## config.mk

```make
export PLATFORM = sky130hd
export DESIGN_NAME = nearest_point_manhattan_search
export DESIGN_NICKNAME = d
export VERILOG_FILES = /design/src/design/npms_pkg.sv /design/src/design/nearest_point_manhattan_search.sv /design/src/design/npms_ram.sv
export SDC_FILE = /design/constraint.sdc
export NUM_CORES = 2
export LEC_CHECK = 0
export ABC_CLOCK_PERIOD_IN_PS = 11200
export BUFFER_PORTS_ARGS = -buffer_cell sky130_fd_sc_hd__buf_2
export CAP_MARGIN = 10
export CORE_AREA = 2 2 314 316
export DETAILED_ROUTE_END_ITERATION = 10
export DIE_AREA = 0 0 316 318
export HOLD_SLACK_MARGIN = 0.05
export PLACE_DENSITY_LB_ADDON = 0.1
export RECOVER_POWER = 25
export SLEW_MARGIN = 10
export SYNTH_ARGS = -nofsm -noshare
export SYNTH_HDL_FRONTEND = slang
export SYNTH_SLANG_ARGS = --single-unit
```

## constraint.sdc

```tcl
create_clock -name clk_i -period 11.2 [get_ports clk_i]
set_input_delay 0.56 -clock clk_i [delete_from_list [all_inputs] [get_ports clk_i]]
set_output_delay 0.56 -clock clk_i [all_outputs]
set_load 0.01 [all_outputs]
```

## src/design/npms_pkg.sv

```systemverilog
// ----------------------------------------------------------------------------
// npms_pkg
// Types and constants shared by the nearest point search block.
// ----------------------------------------------------------------------------
package npms_pkg;

  // Fixed field widths of the transaction ports
  localparam int PORT_COORD_W = 12;
  localparam int STATUS_W     = 2;
  localparam int INDEX_W      = 6;
  localparam int DIST_W       = 13;
  localparam int HELD_W       = 7;

  // Operation selector carried by each input transaction
  typedef enum logic [1:0] {
    FUNC_LOAD  = 2'd0,
    FUNC_CLEAR = 2'd1,
    FUNC_QUERY = 2'd2
  } func_e;

  // Result status codes
  localparam logic [STATUS_W-1:0] STATUS_OK    = 2'd0;
  localparam logic [STATUS_W-1:0] STATUS_FULL  = 2'd1;
  localparam logic [STATUS_W-1:0] STATUS_EMPTY = 2'd2;

  // Sequencer states
  typedef enum logic [1:0] {
    ST_IDLE,
    ST_SCAN,
    ST_DONE
  } state_e;

endpackage

```

## src/design/nearest_point_manhattan_search.sv

```systemverilog
// ----------------------------------------------------------------------------
// nearest_point_manhattan_search
// Reference point table with nearest-point (Manhattan distance) queries.
// ----------------------------------------------------------------------------
// Each input transaction loads a reference point, clears the table or queries
// with a point; each gives exactly one result transaction. Load, clear, an
// unused selector and a query on an empty table are answered in the cycle
// after acceptance. A query over N stored points scans the point memory one
// entry per cycle through a single read port and one shared distance/compare
// unit; the input stalls from acceptance until the result, taken from the best
// match after the last entry is compared, is loaded into the output register.
// Ties go to the lowest index. A load into a full table is dropped and
// flagged. The point memory needs no clearing: only entries below the fill
// count are ever used. Input is also held off while a result waits, stalled.
module nearest_point_manhattan_search import npms_pkg::*; #(
  parameter int MAX_POINTS = 64,
  parameter int COORD_BITS = 12
) (
  input  logic                    clk_i,
  input  logic                    rst_ni,
  // Input transaction channel
  input  logic                    in_valid_i,
  output logic                    in_stall_o,
  input  logic [1:0]              func_i,
  input  logic [PORT_COORD_W-1:0] point_x_i,
  input  logic [PORT_COORD_W-1:0] point_y_i,
  // Result transaction channel
  output logic                    out_valid_o,
  input  logic                    out_stall_i,
  output logic [STATUS_W-1:0]     status_o,
  output logic [INDEX_W-1:0]      nearest_index_o,
  output logic [DIST_W-1:0]       nearest_distance_o,
  output logic [HELD_W-1:0]       points_held_o
);

  localparam int AW    = (MAX_POINTS > 1) ? $clog2(MAX_POINTS) : 1;
  localparam int CNT_W = $clog2(MAX_POINTS + 1);
  localparam int DW    = COORD_BITS + 1;
  localparam int EXT_W = PORT_COORD_W + 16;

  // Coordinates taken in their low COORD_BITS bits
  logic [EXT_W-1:0]      px_ext, py_ext;
  logic [COORD_BITS-1:0] px, py;
  func_e                 func;

  assign px_ext = {16'd0, point_x_i};
  assign py_ext = {16'd0, point_y_i};
  assign px     = px_ext[COORD_BITS-1:0];
  assign py     = py_ext[COORD_BITS-1:0];
  assign func   = func_e'(func_i);

  // Control and datapath state
  state_e                state_q, state_d;
  logic [CNT_W-1:0]      count_q, count_d;
  logic [COORD_BITS-1:0] qx_q, qy_q;
  logic [CNT_W-1:0]      scan_addr_q;
  logic                  cmp_vld_q;
  logic                  cmp_last_q;
  logic [AW-1:0]         cmp_idx_q;
  logic [DW-1:0]         best_dist_q;
  logic [AW-1:0]         best_idx_q;

  logic                  out_valid_q;
  logic [STATUS_W-1:0]   status_q;
  logic [INDEX_W-1:0]    index_q;
  logic [DIST_W-1:0]     dist_q;
  logic [HELD_W-1:0]     held_q;

  logic                  in_acc;
  logic                  out_free;
  logic                  is_full;
  logic                  ram_we;
  logic                  issue;
  logic [2*COORD_BITS-1:0] ram_rdata;

  assign out_free = !out_valid_q || !out_stall_i;
  assign in_acc   = in_valid_i && !in_stall_o;
  assign is_full  = (count_q >= CNT_W'(MAX_POINTS));

  // Sequencer outputs
  always_comb begin
    in_stall_o = !((state_q == ST_IDLE) && out_free);
    ram_we     = in_acc && (func == FUNC_LOAD) && !is_full;
    issue      = (state_q == ST_SCAN) && (scan_addr_q < count_q);
  end

  // Sequencer next state
  always_comb begin
    state_d = state_q;
    unique case (state_q)
      ST_IDLE: begin
        if (in_acc && (func == FUNC_QUERY) && (count_q != '0)) begin
          state_d = ST_SCAN;
        end
      end
      ST_SCAN: begin
        if (cmp_vld_q && cmp_last_q) begin
          state_d = ST_DONE;
        end
      end
      ST_DONE: begin
        if (out_free) begin
          state_d = ST_IDLE;
        end
      end
      default: state_d = ST_IDLE;
    endcase
  end

  // Fill count
  always_comb begin
    count_d = count_q;
    if (in_acc) begin
      if (func == FUNC_CLEAR) begin
        count_d = '0;
      end else if (ram_we) begin
        count_d = count_q + CNT_W'(1);
      end
    end
  end

  // Point memory: x in the upper half, y in the lower half
  npms_ram #(
    .WIDTH(2 * COORD_BITS),
    .DEPTH(MAX_POINTS)
  ) u_point_ram (
    .clk_i  (clk_i),
    .we_i   (ram_we),
    .waddr_i(count_q[AW-1:0]),
    .wdata_i({px, py}),
    .raddr_i(scan_addr_q[AW-1:0]),
    .rdata_o(ram_rdata)
  );

  // Shared distance and compare unit
  logic [COORD_BITS-1:0] rx, ry, dx, dy;
  logic [DW-1:0]         cand_dist;
  logic                  better;

  always_comb begin
    rx        = ram_rdata[2*COORD_BITS-1:COORD_BITS];
    ry        = ram_rdata[COORD_BITS-1:0];
    dx        = (qx_q >= rx) ? (qx_q - rx) : (rx - qx_q);
    dy        = (qy_q >= ry) ? (qy_q - ry) : (ry - qy_q);
    cand_dist = DW'(dx) + DW'(dy);
    // strict compare keeps the lowest index on ties
    better    = (cmp_idx_q == '0) || (cand_dist < best_dist_q);
  end

  // Result formation
  logic                      res_load;
  logic [STATUS_W-1:0]       res_status;
  logic [AW-1:0]             res_index;
  logic [DW-1:0]             res_dist;
  logic [CNT_W+HELD_W-1:0]   held_ext;
  logic [AW+INDEX_W-1:0]     index_ext;
  logic [DW+DIST_W-1:0]      dist_ext;

  always_comb begin
    res_load   = 1'b0;
    res_status = STATUS_OK;
    res_index  = '0;
    res_dist   = '0;
    if (in_acc) begin
      unique case (func)
        FUNC_LOAD: begin
          res_load   = 1'b1;
          res_status = is_full ? STATUS_FULL : STATUS_OK;
        end
        FUNC_CLEAR: begin
          res_load = 1'b1;
        end
        FUNC_QUERY: begin
          if (count_q == '0) begin
            res_load   = 1'b1;
            res_status = STATUS_EMPTY;
          end
        end
        default: begin
          res_load = 1'b1;
        end
      endcase
    end else if ((state_q == ST_DONE) && out_free) begin
      res_load  = 1'b1;
      res_index = best_idx_q;
      res_dist  = best_dist_q;
    end
    held_ext  = {{HELD_W{1'b0}}, count_d};
    index_ext = {{INDEX_W{1'b0}}, res_index};
    dist_ext  = {{DIST_W{1'b0}}, res_dist};
  end

  // Control registers
  always_ff @(posedge clk_i or negedge rst_ni) begin
    if (!rst_ni) begin
      state_q     <= ST_IDLE;
      count_q     <= '0;
      cmp_vld_q   <= 1'b0;
      out_valid_q <= 1'b0;
    end else begin
      state_q   <= state_d;
      count_q   <= count_d;
      cmp_vld_q <= issue;
      if (res_load) begin
        out_valid_q <= 1'b1;
      end else if (!out_stall_i) begin
        out_valid_q <= 1'b0;
      end
    end
  end

  // Scan datapath registers
  always_ff @(posedge clk_i) begin
    if (in_acc && (func == FUNC_QUERY)) begin
      qx_q        <= px;
      qy_q        <= py;
      scan_addr_q <= '0;
    end else if (issue) begin
      scan_addr_q <= scan_addr_q + CNT_W'(1);
    end
    cmp_idx_q  <= scan_addr_q[AW-1:0];
    cmp_last_q <= ((scan_addr_q + CNT_W'(1)) == count_q);
    if (cmp_vld_q && better) begin
      best_dist_q <= cand_dist;
      best_idx_q  <= cmp_idx_q;
    end
  end

  // Output register
  always_ff @(posedge clk_i) begin
    if (res_load) begin
      status_q <= res_status;
      index_q  <= index_ext[INDEX_W-1:0];
      dist_q   <= dist_ext[DIST_W-1:0];
      held_q   <= held_ext[HELD_W-1:0];
    end
  end

  assign out_valid_o        = out_valid_q;
  assign status_o           = status_q;
  assign nearest_index_o    = index_q;
  assign nearest_distance_o = dist_q;
  assign points_held_o      = held_q;

endmodule

```

## src/design/npms_ram.sv

```systemverilog
// ----------------------------------------------------------------------------
// npms_ram
// Generic single write port, single read port RAM with registered read data.
// ----------------------------------------------------------------------------
module npms_ram #(
  parameter int WIDTH = 24,
  parameter int DEPTH = 64,
  localparam int AW   = (DEPTH > 1) ? $clog2(DEPTH) : 1
) (
  input  logic             clk_i,
  input  logic             we_i,
  input  logic [AW-1:0]    waddr_i,
  input  logic [WIDTH-1:0] wdata_i,
  input  logic [AW-1:0]    raddr_i,
  output logic [WIDTH-1:0] rdata_o
);

  logic [WIDTH-1:0] mem_q [DEPTH];

  // Write port
  always_ff @(posedge clk_i) begin
    if (we_i) begin
      mem_q[waddr_i] <= wdata_i;
    end
  end

  // Registered read port
  always_ff @(posedge clk_i) begin
    rdata_o <= mem_q[raddr_i];
  end

endmodule
```

==> summary.txt <==
Logic synthesis
  – Post-synth EDFFs: 1607
  – Synth Flop Type: edfxtp_1
  – Syn_area_per_cell: approximately 22 um^2
  – YS warnings: 0
  – Top-area cell type share of the netlist area: 73.8%
  – Most common cell in the netlist: edfxtp_1
  – Number of synthesized register bits: 1656
  – Register area share after synthesis: about three quarters
  – Async S/R FF share, synth: 0.664%
  – Mapped cell area: around 65000 um^2
  – Syn nets: about 3100
  – Synth area leaders: edfxtp_1, mux4_2, ha_1
  – Synth cell count leaders: edfxtp_1, mux4_2, nor2_1
  – Yosys top cell by area: edfxtp_1
  – Synth Instances: 3027
  – Count of cell types in the netlist: 61

GRT
  – GR Util met2: ~51%
  – GRT overflow: 0
  – GR met1 Demand/Resource: 47.7%
  – Met3 usage: 7.25%
  – Pin count of the biggest net entering global routing: 123
  – Global-route wire length before repair: 231000 um
  – GRT Resource Usage Total: 32.9%
  – Vias in the first global route: ~33000
  – Initial antenna violation count: 9
  – Most used routing layer: met2

Clock tree
  – CTS tree: done
  – Worst skew pair latency: 0.77 ns
  – Post-CTS sizing: 0
  – Setup bufs post-CTS: 0
  – Number of buffers created by CTS: 159
  – Clock tree sinks: 1656
  – CTS Root Cell: clkbuf_16
  – Clk slew on worst S/H paths: 0.06 ns
  – H-tree levels: 4
  – Maximum clock path buffer count: 3

Timing
  – Final clock skew: 0.0223 ns
  – Setup TNS Final: 0 ns
  – Final slew viol count: 1090
  – Fin worst setup slack: 4.74 ns
  – Slew @ Worst Pin: roughly 3.3 ns
  – Final setup vio count: 0
  – Peak Freq: around 150 MHz
  – Max-slew headroom: -121%
  – RSZ-0062 raised after global routing: false
  – Final worst path period need: 6.46 ns
  – Hold Fails Final Rpt: 0
  – Fin crit share: 57.7%

Die
  – Die width: roughly 320 um
  – Total die area: around 100000 um^2
  – # IOs: 60
  – Die H: between 300 and 400 um
  – Core box area: 97400 um^2
  – FP Rows: 115
  – Initial Utilization: roughly two thirds

Cells and area
  – Inserted Diodes: 0
  – Final non-filler cell area: 72600 um^2
  – Post-route insts no fill: 4620
  – Filler cells: 5228
  – Layout cells sized above 1: 27.7%
  – NumNets Final: 3318
  – Syn-to-layout area delta: 11.0%

Power and ir drop
  – Leak pwr: 23.3 nW
  – Power Density: about 260 nW/um^2
  – VDD IR max: 289 uV

Route
  – Initial DRT Pass Iterations: 7
  – Drt wl/cell: 34.8 um
  – Routed Wire Length: 161000 um
  – Initial DRC count: ~5000
  – Vias: about 33000
  – Final ANT Viol Nets: 0
  – Number of vias per cell: 7.04
  – DRC viols: 0

Worst setup path
  – WP data required: ~12 ns
  – CP Data Arrival Time: ~6.8 ns
  – Critical path type: reg2reg
  – Worst-path fanout max: 19
  – Startpoint Class: register
  – Worst setup EP type: register

Placed design
  – DP HPWL: 84600 um
  – Dpl cell area: roughly 68000 um^2
  – Number of port buffers: 59
  – GP Congestion: 0.855
  – Setup slack at placement: 4.77 ns
  – Placed Cells: ~4300

Status
  – Status: complete, but fails checks
  – Failing checks: max-capacitance violations, max-slew violations

Min path
  – Hold WC Path Type: in2reg

Flow run
  – Maximum Capacitance Violations: 17
[worst max-delay path, stage by stage, from the launching register on]
cell and delay, ns:
edfxtp_1 0.41, inv_1 0.08, ha_1 0.15, inv_1 0.05, fa_1 0.40, a21o_1 0.19
a21oi_1 0.27, a2111o_1 0.19, nand3_1 0.50, mux2_2 0.43, inv_1 0.05, fa_1 0.40
nor2b_1 0.11, o21ai_0 0.11, a21oi_1 0.24, o211ai_1 0.15, a31o_2 0.28, a221oi_1 0.38
ha_1 0.33, a21o_1 0.16, a21o_1 0.16, a21oi_1 0.12, o21ai_0 0.10, a21oi_2 0.78
[report_power, final]
| group | switching [W] | total [W] | internal, W |
|---|---|---|---|
| Combinational | 0.00352 | 0.00628 | 0.00276 |
| Clock | 0.00224 | 0.00522 | 0.00298 |
| Sequential | 0.000224 | 0.00734 | 0.00712 |
[sequential cells by signal, summed over array words and instances, names as in the netlist]
register / count
nearest_index_o: 6
u_point_ram.rdata_o: 24
cmp_vld_q: 1
points_held_o: 7
u_point_ram.mem_q: 1536
out_valid_o: 1
nearest_distance_o: 13
best_idx_q: 6
qy_q: 12
cmp_last_q: 1
qx_q: 12
scan_addr_q: 7
status_o: 2
cmp_idx_q: 6
best_dist_q: 13
count_q: 7
state_q: 2
[placed cells by master, fill, tap and decap left out, types with 8 or more instances in the layout]
master and count:
a21o_1 16, a21oi_1 61, and3_1 11, buf_2 48, buf_4 87, bufinv_16 12
clkbuf_1 55, clkbuf_16 164, clkinv_1 36, clkinv_2 29, dfrtp_1 11, dfxtp_1 34
edfxtp_1 1607, ha_1 80, inv_1 91, mux2i_1 27, mux4_2 476, nand2_1 43
nand2b_1 13, nand3_1 19, nand4_1 8, nor2_1 73, nor2_2 65, nor2b_1 8
nor3_1 17, o21ai_0 41, o22ai_1 45, xnor2_1 24, xor2_1 13
[metrics by stage]
stage,util [%],hold WS (ns),power (W)
floorplan,-,0.264,0.0118
global route,74.6,0.202,0.0195
finish,74.6,0.179,0.0188
CTS,74.6,0.132,0.0189
detailed placement,69.4,0.414,0.0137
global placement,69.4,0.422,0.0135
[logic make-up (layout without fill, tap and decap cells)]
group | count (synthesis) | in the layout | share of synthesized area, %
adder cells (fa/ha/maj) | 85 | 85 | 1.68
AND/OR/NAND/NOR | 281 | 281 | 1.98
AO/OA/AOI/OAI | 226 | 226 | 2.13
flip-flops | 1656 | 1656 | 75.4
buffers and inverters | 237 | 543 | 1.53
XOR/XNOR | 37 | 37 | 0.495
multiplexers | 505 | 505 | 16.8
[worst paths after layout]
check / end / cells after the start / slack, ns / startpoint
hold reg to reg: best_idx_q[2] / 0 / 0.43 / cmp_idx_q[2]
setup reg to reg: best_dist_q[3] / 23 / 4.74 / qx_q[0]
setup / recovery: best_dist_q[3] / 23 / 4.74 / qx_q[0]
max in group asynchronous: count_q[4] / 2 / 10.20 / rst_ni
hold / removal: count_q[6] / 2 / 0.18 / func_i[0]
min in group asynchronous: state_q[1] / 2 / 0.45 / rst_ni
[metal layers]
layer	vias to the layer above	part of all wire, %
met2	2233	49
met3	329	11
met5	-	0.035
met4	8	3.5
li1	12953	-
met1	17022	37
[final cells by class]
class	instances	area [um^2]	share of cell area, %
Timing Repair Buffer	160	1050	1.44
Multi-Input combinational cell	1134	15300	21.1
Tap cell	1287	1610	2.22
Sequential cell	1656	49300	67.9
Clock inverter	88	738	1.02
Clock buffer	203	4290	5.91
Inverter	92	345	0.475
[timing repair]
item                       in CTS  in global routing
setup endpoints to repair       0                  0
hold buffers                    2                  0
hold endpoints to repair       12                  0
Note: power is estimated with default switching activity, not from simulation.
